<file path="src/hdl/grsg_pkg.sv">
// Package for the grid run sort and group block.
// Holds sizes, the mark and result word layouts and the memory request type.
// No dependencies.
package grsg_pkg;

  localparam int MARK_CAPACITY = 32;
  localparam int RESULT_LIMIT  = 32;
  localparam int STORE_LIMIT   = (MARK_CAPACITY < RESULT_LIMIT) ? MARK_CAPACITY : RESULT_LIMIT;
  localparam int ADDR_W        = (STORE_LIMIT > 1) ? $clog2(STORE_LIMIT) : 1;
  localparam int CNT_W         = $clog2(STORE_LIMIT + 1);

  localparam int COL_W = 8;
  localparam int ROW_W = 8;
  localparam int PAT_W = 32;
  localparam int KEY_W = ROW_W + COL_W;

  typedef logic [ADDR_W-1:0] addr_t;
  typedef logic [CNT_W-1:0]  cnt_t;

  typedef struct packed {
    logic [ROW_W-1:0] row;
    logic [COL_W-1:0] column;
    logic [PAT_W-1:0] pattern;
  } mark_t;

  typedef struct packed {
    logic  we;
    addr_t waddr;
    mark_t wdata;
    logic  re;
    addr_t raddr;
  } ram_req_t;

  typedef struct packed {
    mark_t mark;
    logic  word_end;
    logic  set_end;
    logic  overflowed;
  } result_t;

  function automatic logic [KEY_W-1:0] mark_key(input mark_t m);
    mark_key = {m.row, m.column};
  endfunction

endpackage

</file>
<file path="src/hdl/grsg_in_if.sv">
// Input channel of the grid run sort and group block: one mark per word.
// Depends on grsg_pkg.
interface grsg_in_if;
  logic                       valid;
  logic                       ready;
  logic [grsg_pkg::COL_W-1:0] column;
  logic [grsg_pkg::ROW_W-1:0] row;
  logic [grsg_pkg::PAT_W-1:0] pattern;
  logic                       final_mark;

  modport source (output valid, column, row, pattern, final_mark, input ready);
  modport sink (input valid, column, row, pattern, final_mark, output ready);
endinterface

</file>
<file path="src/hdl/grsg_out_if.sv">
// Result channel of the grid run sort and group block: one sorted mark per word.
// Depends on grsg_pkg.
interface grsg_out_if;
  logic                       valid;
  logic                       ready;
  logic [grsg_pkg::COL_W-1:0] out_column;
  logic [grsg_pkg::ROW_W-1:0] out_row;
  logic [grsg_pkg::PAT_W-1:0] out_pattern;
  logic                       word_end;
  logic                       set_end;
  logic                       overflowed;

  modport source (output valid, out_column, out_row, out_pattern, word_end, set_end,
                  overflowed, input ready);
  modport sink (input valid, out_column, out_row, out_pattern, word_end, set_end,
                overflowed, output ready);
endinterface

</file>
<file path="src/hdl/grid_run_sort_and_group_top.sv">
// Top level of the grid run sort and group block.
// Depends on grsg_pkg, grsg_in_if, grsg_out_if, grsg_mark_ram, grsg_seq, grsg_out_reg.
//
//   Channel   Dir   Word                                              Handshake
//   in_ch     in    column, row, pattern, final_mark                  valid/ready
//   out_ch    out   out_column, out_row, out_pattern, word_end,        valid/ready
//                   set_end, overflowed
//
// Loading accepts one word per cycle. On the final mark the store of n marks is
// insertion-sorted through its one read port and one write port: each mark is read, and
// each larger mark before it is moved up one place before the mark is written back.
// Readout then gives one result word per cycle while out_ch is ready.
// Reset is synchronous and clears the count and overflow flag; the store is not cleared.
// in_ch is not ready during sorting and readout; a stalled out_ch holds readout.
module grid_run_sort_and_group_top (
  input  logic       clk,
  input  logic       rst_n,
  grsg_in_if.sink    in_ch,
  grsg_out_if.source out_ch
);
  import grsg_pkg::*;

  ram_req_t ram_req;
  mark_t    ram_rdata;
  mark_t    in_mark;
  logic     res_valid;
  logic     res_ready;
  result_t  res;

  assign in_mark.column  = in_ch.column;
  assign in_mark.row     = in_ch.row;
  assign in_mark.pattern = in_ch.pattern;

  grsg_mark_ram u_ram (
    .clk   (clk),
    .req   (ram_req),
    .rdata (ram_rdata)
  );

  grsg_seq u_seq (
    .clk       (clk),
    .rst_n     (rst_n),
    .in_valid  (in_ch.valid),
    .in_ready  (in_ch.ready),
    .in_mark   (in_mark),
    .in_final  (in_ch.final_mark),
    .ram_req   (ram_req),
    .ram_rdata (ram_rdata),
    .res_valid (res_valid),
    .res_ready (res_ready),
    .res       (res)
  );

  grsg_out_reg u_out (
    .clk       (clk),
    .rst_n     (rst_n),
    .res_valid (res_valid),
    .res_ready (res_ready),
    .res       (res),
    .out_ch    (out_ch)
  );
endmodule

</file>
<file path="src/hdl/grsg_mark_ram.sv">
// Mark store: one write port and one read port with registered read data.
// Depends on grsg_pkg.
module grsg_mark_ram (
  input  logic               clk,
  input  grsg_pkg::ram_req_t req,
  output grsg_pkg::mark_t    rdata
);
  import grsg_pkg::*;

  mark_t mem [STORE_LIMIT];
  mark_t rdata_r;

  always_ff @(posedge clk) begin
    if (req.we) begin
      mem[req.waddr] <= req.wdata;
    end
    if (req.re) begin
      rdata_r <= mem[req.raddr];
    end
  end

  assign rdata = rdata_r;
endmodule

</file>
<file path="src/hdl/grsg_seq.sv">
// Sequencer: loads marks into the store, insertion-sorts them in place by
// row and column, then reads them out in order and flags word ends.
// Depends on grsg_pkg and drives grsg_mark_ram.
module grsg_seq (
  input  logic               clk,
  input  logic               rst_n,
  input  logic               in_valid,
  output logic               in_ready,
  input  grsg_pkg::mark_t    in_mark,
  input  logic               in_final,
  output grsg_pkg::ram_req_t ram_req,
  input  grsg_pkg::mark_t    ram_rdata,
  output logic               res_valid,
  input  logic               res_ready,
  output grsg_pkg::result_t  res
);
  import grsg_pkg::*;

  localparam logic [2:0] ST_LOAD   = 3'd0;
  localparam logic [2:0] ST_SRD    = 3'd1;
  localparam logic [2:0] ST_CUR    = 3'd2;
  localparam logic [2:0] ST_CMP    = 3'd3;
  localparam logic [2:0] ST_PLACE  = 3'd4;
  localparam logic [2:0] ST_ERD    = 3'd5;
  localparam logic [2:0] ST_EFIRST = 3'd6;
  localparam logic [2:0] ST_ENEXT  = 3'd7;

  logic [2:0] state_r, state_nxt;
  cnt_t       cnt_r, cnt_nxt;
  logic       ovf_r, ovf_nxt;
  cnt_t       i_r, i_nxt;
  cnt_t       j_r, j_nxt;
  cnt_t       k_r, k_nxt;
  mark_t      cur_r, cur_nxt;
  mark_t      hold_r, hold_nxt;

  always_ff @(posedge clk) begin
    if (!rst_n) begin
      state_r <= ST_LOAD;
      cnt_r   <= '0;
      ovf_r   <= 1'b0;
    end else begin
      state_r <= state_nxt;
      cnt_r   <= cnt_nxt;
      ovf_r   <= ovf_nxt;
    end
    i_r    <= i_nxt;
    j_r    <= j_nxt;
    k_r    <= k_nxt;
    cur_r  <= cur_nxt;
    hold_r <= hold_nxt;
  end

  always_comb begin
    cnt_t             i_inc;
    cnt_t             i_dec;
    cnt_t             j_dec2;
    cnt_t             k_inc;
    logic [CNT_W:0]   k_add2;
    logic             last;
    logic             cont;

    state_nxt = state_r;
    cnt_nxt   = cnt_r;
    ovf_nxt   = ovf_r;
    i_nxt     = i_r;
    j_nxt     = j_r;
    k_nxt     = k_r;
    cur_nxt   = cur_r;
    hold_nxt  = hold_r;
    ram_req   = '0;
    in_ready  = (state_r == ST_LOAD);
    res_valid = 1'b0;

    i_inc  = i_r + cnt_t'(1);
    i_dec  = i_r - cnt_t'(1);
    j_dec2 = j_r - cnt_t'(2);
    k_inc  = k_r + cnt_t'(1);
    k_add2 = {1'b0, k_r} + (CNT_W+1)'(2);
    last   = (k_inc == cnt_r);
    cont   = (ram_rdata.row == hold_r.row) &&
             (ram_rdata.column == hold_r.column + COL_W'(1));

    res.mark       = hold_r;
    res.word_end   = last || !cont;
    res.set_end    = last;
    res.overflowed = ovf_r;

    case (state_r)
      ST_LOAD: begin
        if (in_valid) begin
          if (cnt_r < cnt_t'(STORE_LIMIT)) begin
            ram_req.we    = 1'b1;
            ram_req.waddr = cnt_r[ADDR_W-1:0];
            ram_req.wdata = in_mark;
            cnt_nxt       = cnt_r + cnt_t'(1);
          end else begin
            ovf_nxt = 1'b1;
          end
          if (in_final) begin
            i_nxt = cnt_t'(1);
            if (cnt_nxt > cnt_t'(1)) begin
              state_nxt = ST_SRD;
            end else begin
              state_nxt = ST_ERD;
            end
          end
        end
      end
      ST_SRD: begin
        ram_req.re    = 1'b1;
        ram_req.raddr = i_r[ADDR_W-1:0];
        state_nxt     = ST_CUR;
      end
      ST_CUR: begin
        cur_nxt       = ram_rdata;
        j_nxt         = i_r;
        ram_req.re    = 1'b1;
        ram_req.raddr = i_dec[ADDR_W-1:0];
        state_nxt     = ST_CMP;
      end
      ST_CMP: begin
        ram_req.we    = 1'b1;
        ram_req.waddr = j_r[ADDR_W-1:0];
        if (mark_key(ram_rdata) > mark_key(cur_r)) begin
          ram_req.wdata = ram_rdata;
          j_nxt         = j_r - cnt_t'(1);
          if (j_r == cnt_t'(1)) begin
            state_nxt = ST_PLACE;
          end else begin
            ram_req.re    = 1'b1;
            ram_req.raddr = j_dec2[ADDR_W-1:0];
          end
        end else begin
          ram_req.wdata = cur_r;
          i_nxt         = i_inc;
          if (i_inc < cnt_r) begin
            ram_req.re    = 1'b1;
            ram_req.raddr = i_inc[ADDR_W-1:0];
            state_nxt     = ST_CUR;
          end else begin
            state_nxt = ST_ERD;
          end
        end
      end
      ST_PLACE: begin
        ram_req.we    = 1'b1;
        ram_req.waddr = '0;
        ram_req.wdata = cur_r;
        i_nxt         = i_inc;
        if (i_inc < cnt_r) begin
          ram_req.re    = 1'b1;
          ram_req.raddr = i_inc[ADDR_W-1:0];
          state_nxt     = ST_CUR;
        end else begin
          state_nxt = ST_ERD;
        end
      end
      ST_ERD: begin
        ram_req.re    = 1'b1;
        ram_req.raddr = '0;
        k_nxt         = '0;
        state_nxt     = ST_EFIRST;
      end
      ST_EFIRST: begin
        hold_nxt = ram_rdata;
        if (cnt_r > cnt_t'(1)) begin
          ram_req.re    = 1'b1;
          ram_req.raddr = addr_t'(1);
        end
        state_nxt = ST_ENEXT;
      end
      ST_ENEXT: begin
        res_valid = 1'b1;
        if (res_ready) begin
          if (last) begin
            cnt_nxt   = '0;
            ovf_nxt   = 1'b0;
            state_nxt = ST_LOAD;
          end else begin
            hold_nxt = ram_rdata;
            k_nxt    = k_inc;
            if (k_add2 < {1'b0, cnt_r}) begin
              ram_req.re    = 1'b1;
              ram_req.raddr = k_add2[ADDR_W-1:0];
            end
          end
        end
      end
      default: begin
        state_nxt = ST_LOAD;
      end
    endcase
  end

  a_cnt_range: assert property (@(posedge clk) disable iff (!rst_n)
    cnt_r <= cnt_t'(STORE_LIMIT))
    else $error("Mark count exceeds the store size.");

  a_inner_bounds: assert property (@(posedge clk) disable iff (!rst_n)
    (state_r == ST_CMP) |-> (j_r != '0 && j_r <= i_r && i_r < cnt_r))
    else $error("Insertion index out of range.");

  a_set_close: assert property (@(posedge clk) disable iff (!rst_n)
    (res_valid && res_ready && res.set_end) |=> (state_r == ST_LOAD && cnt_r == '0 && !ovf_r))
    else $error("Store not emptied after the last word of a set.");

  a_emit_index: assert property (@(posedge clk) disable iff (!rst_n)
    (state_r == ST_ENEXT) |-> (k_r < cnt_r))
    else $error("Readout index past the mark count.");
endmodule

</file>
<file path="src/hdl/grsg_out_reg.sv">
// Output register: holds one result word until the sink takes it.
// Depends on grsg_pkg and grsg_out_if.
module grsg_out_reg (
  input  logic              clk,
  input  logic              rst_n,
  input  logic              res_valid,
  output logic              res_ready,
  input  grsg_pkg::result_t res,
  grsg_out_if.source        out_ch
);
  import grsg_pkg::*;

  logic    valid_r, valid_nxt;
  result_t data_r, data_nxt;

  always_comb begin
    res_ready = !valid_r || out_ch.ready;
    valid_nxt = valid_r;
    data_nxt  = data_r;
    if (res_ready) begin
      valid_nxt = res_valid;
      if (res_valid) begin
        data_nxt = res;
      end
    end
  end

  always_ff @(posedge clk) begin
    if (!rst_n) begin
      valid_r <= 1'b0;
    end else begin
      valid_r <= valid_nxt;
    end
    data_r <= data_nxt;
  end

  assign out_ch.valid       = valid_r;
  assign out_ch.out_column  = data_r.mark.column;
  assign out_ch.out_row     = data_r.mark.row;
  assign out_ch.out_pattern = data_r.mark.pattern;
  assign out_ch.word_end    = data_r.word_end;
  assign out_ch.set_end     = data_r.set_end;
  assign out_ch.overflowed  = data_r.overflowed;
endmodule
</file>
<file path="src/flat_wrapper.sv">
// flat-port wrapper written by rule: the top's interface ports become plain ports
module grid_run_sort_and_group_top_flat import grsg_pkg::*;
  (clk, rst_n, in_ch_valid, in_ch_column, in_ch_row, in_ch_pattern, in_ch_final_mark, in_ch_ready, out_ch_valid, out_ch_out_column, out_ch_out_row, out_ch_out_pattern, out_ch_word_end, out_ch_set_end, out_ch_overflowed, out_ch_ready);
  grsg_in_if in_ch_i ();
  grsg_out_if out_ch_i ();
  input  logic clk;
  input  logic rst_n;
  input wire logic [$bits(in_ch_i.valid)-1:0] in_ch_valid;
  input wire logic [$bits(in_ch_i.column)-1:0] in_ch_column;
  input wire logic [$bits(in_ch_i.row)-1:0] in_ch_row;
  input wire logic [$bits(in_ch_i.pattern)-1:0] in_ch_pattern;
  input wire logic [$bits(in_ch_i.final_mark)-1:0] in_ch_final_mark;
  output wire logic [$bits(in_ch_i.ready)-1:0] in_ch_ready;
  output wire logic [$bits(out_ch_i.valid)-1:0] out_ch_valid;
  output wire logic [$bits(out_ch_i.out_column)-1:0] out_ch_out_column;
  output wire logic [$bits(out_ch_i.out_row)-1:0] out_ch_out_row;
  output wire logic [$bits(out_ch_i.out_pattern)-1:0] out_ch_out_pattern;
  output wire logic [$bits(out_ch_i.word_end)-1:0] out_ch_word_end;
  output wire logic [$bits(out_ch_i.set_end)-1:0] out_ch_set_end;
  output wire logic [$bits(out_ch_i.overflowed)-1:0] out_ch_overflowed;
  input wire logic [$bits(out_ch_i.ready)-1:0] out_ch_ready;
  assign in_ch_i.valid = in_ch_valid;
  assign in_ch_i.column = in_ch_column;
  assign in_ch_i.row = in_ch_row;
  assign in_ch_i.pattern = in_ch_pattern;
  assign in_ch_i.final_mark = in_ch_final_mark;
  assign in_ch_ready = in_ch_i.ready;
  assign out_ch_valid = out_ch_i.valid;
  assign out_ch_out_column = out_ch_i.out_column;
  assign out_ch_out_row = out_ch_i.out_row;
  assign out_ch_out_pattern = out_ch_i.out_pattern;
  assign out_ch_word_end = out_ch_i.word_end;
  assign out_ch_set_end = out_ch_i.set_end;
  assign out_ch_overflowed = out_ch_i.overflowed;
  assign out_ch_i.ready = out_ch_ready;
  grid_run_sort_and_group_top u_core (.clk(clk), .rst_n(rst_n), .in_ch(in_ch_i), .out_ch(out_ch_i));
endmodule
</file>
<file path="config.mk">
export PLATFORM = sky130hd
export DESIGN_NAME = grid_run_sort_and_group_top_flat
export DESIGN_NICKNAME = d
export VERILOG_FILES = /design/src/hdl/grsg_pkg.sv /design/src/hdl/grsg_in_if.sv /design/src/hdl/grsg_out_if.sv /design/src/hdl/grid_run_sort_and_group_top.sv /design/src/hdl/grsg_mark_ram.sv /design/src/hdl/grsg_seq.sv /design/src/hdl/grsg_out_reg.sv /design/src/flat_wrapper.sv
export SDC_FILE = /design/constraint.sdc
export NUM_CORES = 2
export LEC_CHECK = 0
export BUFFER_PORTS_ARGS = -buffer_cell sky130_fd_sc_hd__buf_2
export CORE_MARGIN = 2
export CORE_UTILIZATION = 45
export DETAILED_ROUTE_END_ITERATION = 10
export HOLD_SLACK_MARGIN = 0.06
export SETUP_SLACK_MARGIN = 0.02
export SLEW_MARGIN = 10
export SYNTH_ARGS = -nofsm -noshare
export SYNTH_HDL_FRONTEND = slang
export SYNTH_SLANG_ARGS = --single-unit
</file>
<file path="constraint.sdc">
create_clock -name clk -period 5 [get_ports clk]
set_input_delay 0.5 -clock clk [delete_from_list [all_inputs] [get_ports clk]]
set_output_delay 0.5 -clock clk [all_outputs]
set_load 0.01 [all_outputs]
</file>
==> metrics.cfg <==
[outcome]
status = finished, final reports clean

[clock_tree]
cts-root-buf = clkbuf_16
tritoncts = done
clockBufferDepth = 3
cts_max_level = 4
cts_buffers = 173
cts.sinks = 1760
clkTransAtPathRegs_ns = 0.06
insertion_delay_ns = 0.82

[synth]
ys_seq_elements = 1760
synthArstFlopShare = 0
syn_inst = 5019
syn_area_mm2 = 0.0702
ys.flop_type = edfxtp_1
synth_top_area_share = 0.748
synth_top_cells_by_area = edfxtp_1, nand2_1, nand3_1
synthTopCellsByCount = edfxtp_1, nand2_1, nand3_1, a21oi_1, clkbuf_1
synth_area_leader_cell = edfxtp_1
syn_avg_cell_area_um2 = 14.0
synth_nets = 5112
synth_warnings = 0
synthMostInstantiatedCell = edfxtp_1
synth_cell_types = 71
synth_seq_area_share = 0.751
synth_edf_count = 1749

[detailed_routing]
vias = 44700
drt_pass1_iterations = 7
routed_wl_um = 204000
drt_iter0_markers = 6196
wl_per_cell_um = 27.4
vias_per_cell = 5.99
drc = 0
postRouteAntennaNets = 0

[cells_and_area]
nFillCells = 12600
drive_gt1_frac = 0.140
fin_nets = 5379
syn_to_final_growth_pct = 15.2
layout.area.seq_mm2 = 0.0527
multi_input_area_mm2 = 0.0159

[place]
hpwlAfterDp_um = 112000
place_congestion = 0.897
portBuffers = 105

[grt]
gr-total-overflow = 0
antenna_found_initial = 3
use_met2 = 0.397
grtUsageMet3 = 0.0479
top_usage_layer = met2
use_met1 = 0.368
grt_max_degree = 91
grt_pass1_vias = 41900
globalRouteTotalUtil = 0.255
grt_first_pass_wirelength_um = 294000

[sta]
relSlewSlack = 0.110
final.period_utilization = 0.973
rsz0062_at_grt = false
final-max-slew-violation-count = 0
hold_viol = 0
setup_viol = 0
fmax_mhz = 205
fin_skew_ns = 0.0282
fin_setup_tns_ns = 0
min_period_ns = 4.87
worstMarginPinSlew_ns = 1.33

[critical_path]
path_max_fanout = 23
crit_chain = ha_1 -> nand4_1 -> nor4_1 -> a31o_2 -> nor2_1 -> a31oi_1 -> o211ai_1 -> buf_12 -> nor2_4 -> buf_4 -> a31oi_1 -> nand4_1 -> and3_2
required_ns = 5.63
cp.arrival_ns = 5.50
cp-start-kind = register
path_class = reg -> reg
worst-path-buf-inv = 2
end_kind = register
critical_path.max_stage_delay_ns = 0.95
critPathTopFamily = simple AND/OR/NAND/NOR gates
slowest_stage = nor2_4

[die]
start_util = 0.455
core_area_mm2 = 0.154
fp.dieH_um = 399
rows = 144
dieArea_mm2 = 0.159
io-pin-count = 106
die_w_um = 399

[flow_run]
drv_cap = 0

[pwr]
power.density_mw_per_mm2 = 616
peakVddDrop_v = 0.000456
p_total_w = 0.0498
p_leak_nw = 28.0

[hold_path]
min_path_type = in -> reg

==> cell type report <==
class,instances,share of cell area
Sequential cell,1760,0.652
Multi-Input combinational cell,2854,0.197
Clock buffer,212,0.0561
Timing Repair Buffer,409,0.0462
Tap cell,2044,0.0316
Clock inverter,103,0.0129
Inverter,88,0.00408
Antenna cell,1,0.0000309
==> power breakdown <==
group | switching [W] | leakage, nW | total (W) | internal, W
Combinational | 0.0115 | 9.13 | 0.0172 | 0.00567
Clock | 0.00554 | 2.73 | 0.0129 | 0.00740
Sequential | 0.000792 | 16.2 | 0.0197 | 0.0189
Total | 0.0178 | 28.0 | 0.0498 | 0.0320
==> path summary, 6_finish.rpt <==
| path | start | to | slack, ns | depth (start not counted) |
|---|---|---|---|---|
| max reg2reg | u_core.u_ram.rdata[43]$_DFFE_PP_ | u_core.u_ram.rdata[40]$_DFFE_PP_ | 0.13 | 13 |
| min | in_ch_final_mark | u_core.u_seq.state_r[0]$_SDFFE_PN0P_ | 0.12 | 3 |
| max | u_core.u_ram.rdata[43]$_DFFE_PP_ | u_core.u_ram.rdata[40]$_DFFE_PP_ | 0.13 | 13 |
| min reg2reg | u_core.u_seq.res[10]$_DFFE_PP_ | u_core.u_out.out_ch.out_pattern[7]$_DFFE_PP_ | 0.42 | 0 |
==> metrics by stage <==
step	instance area (um2)	setup slack (ns)	std cells	hold WS [ns]	utilization
2_1_floorplan	70200	0.555	5019	0.400	-
6_report	80900	0.134	7471	0.123	0.524
5_1_grt	80900	0.0621	7470	0.130	0.524
3_3_place_gp	75200	0.0369	7146	0.400	0.487
4_1_cts	80800	0.116	7463	0.0936	0.523
3_5_place_dp	75200	0.0125	7146	0.405	0.487
==> tightest hold or removal path, stage by stage <==
cell	delay [ns]
buf_2	0.10
a21oi_1	0.09
nor3b_1	0.18
==> cell usage in the layout, fill, tap and decap left out, types with 16 or more instances in the layout <==
cell type and instances:
mux4_2 27, clkbuf_1 36, nand2_1 1165, nor2_1 39, a21oi_1 271, clkinv_1 40, a222oi_1 48, a31oi_1 59
buf_12 74, o22ai_1 18, clkbuf_16 176, inv_1 85, a22oi_1 26, clkinv_2 27, mux2i_1 81, a211oi_1 25
ha_1 40, nand4_1 16, o21ai_0 42, a21o_1 37, xnor2_1 22, a221oi_1 41, nand3_1 571, a311oi_1 24
bufinv_16 18, buf_4 228, nor2_4 38, edfxtp_1 1749, buf_2 105, and3_1 60
==> kinds of logic after synthesis <==
| group | after synthesis | share of synthesized area |
|---|---|---|
| fa+ha+maj | 40 | 0.00713 |
| compound gates | 705 | 0.0691 |
| xor+xnor | 39 | 0.00506 |
| flops | 1760 | 0.751 |
| mux | 108 | 0.0202 |
| buf+inv | 405 | 0.0269 |
| simple gates | 1962 | 0.120 |
==> registers in the layout, indices dropped and copies added, names as in the netlist, 8 cells and up <==
signal	cells
u_core.u_out.out_ch.out_row	8
u_core.u_ram.rdata	48
u_core.u_out.out_ch.out_pattern	32
u_core.u_seq.res	48
u_core.u_out.out_ch.out_column	8
u_core.u_ram.mem	1536
u_core.u_seq.cur_r	48
==> layer usage <==
layer,up-vias,share of wire
met1,22700,0.41
met2,2280,0.46
li1,19400,-
met4,0,0.026
met3,335,0.10
met5,-,0
==> repair_timing <==
action	in CTS	in global routing
gates cloned	0	0
setup endpoints to repair	1	6
endpoints found under the hold margin	11	0
buffers inserted	0	8
hold buffers	2	0
pin swaps	0	1
gates resized for setup	1	6
Note: power is estimated with default switching activity, not from simulation.
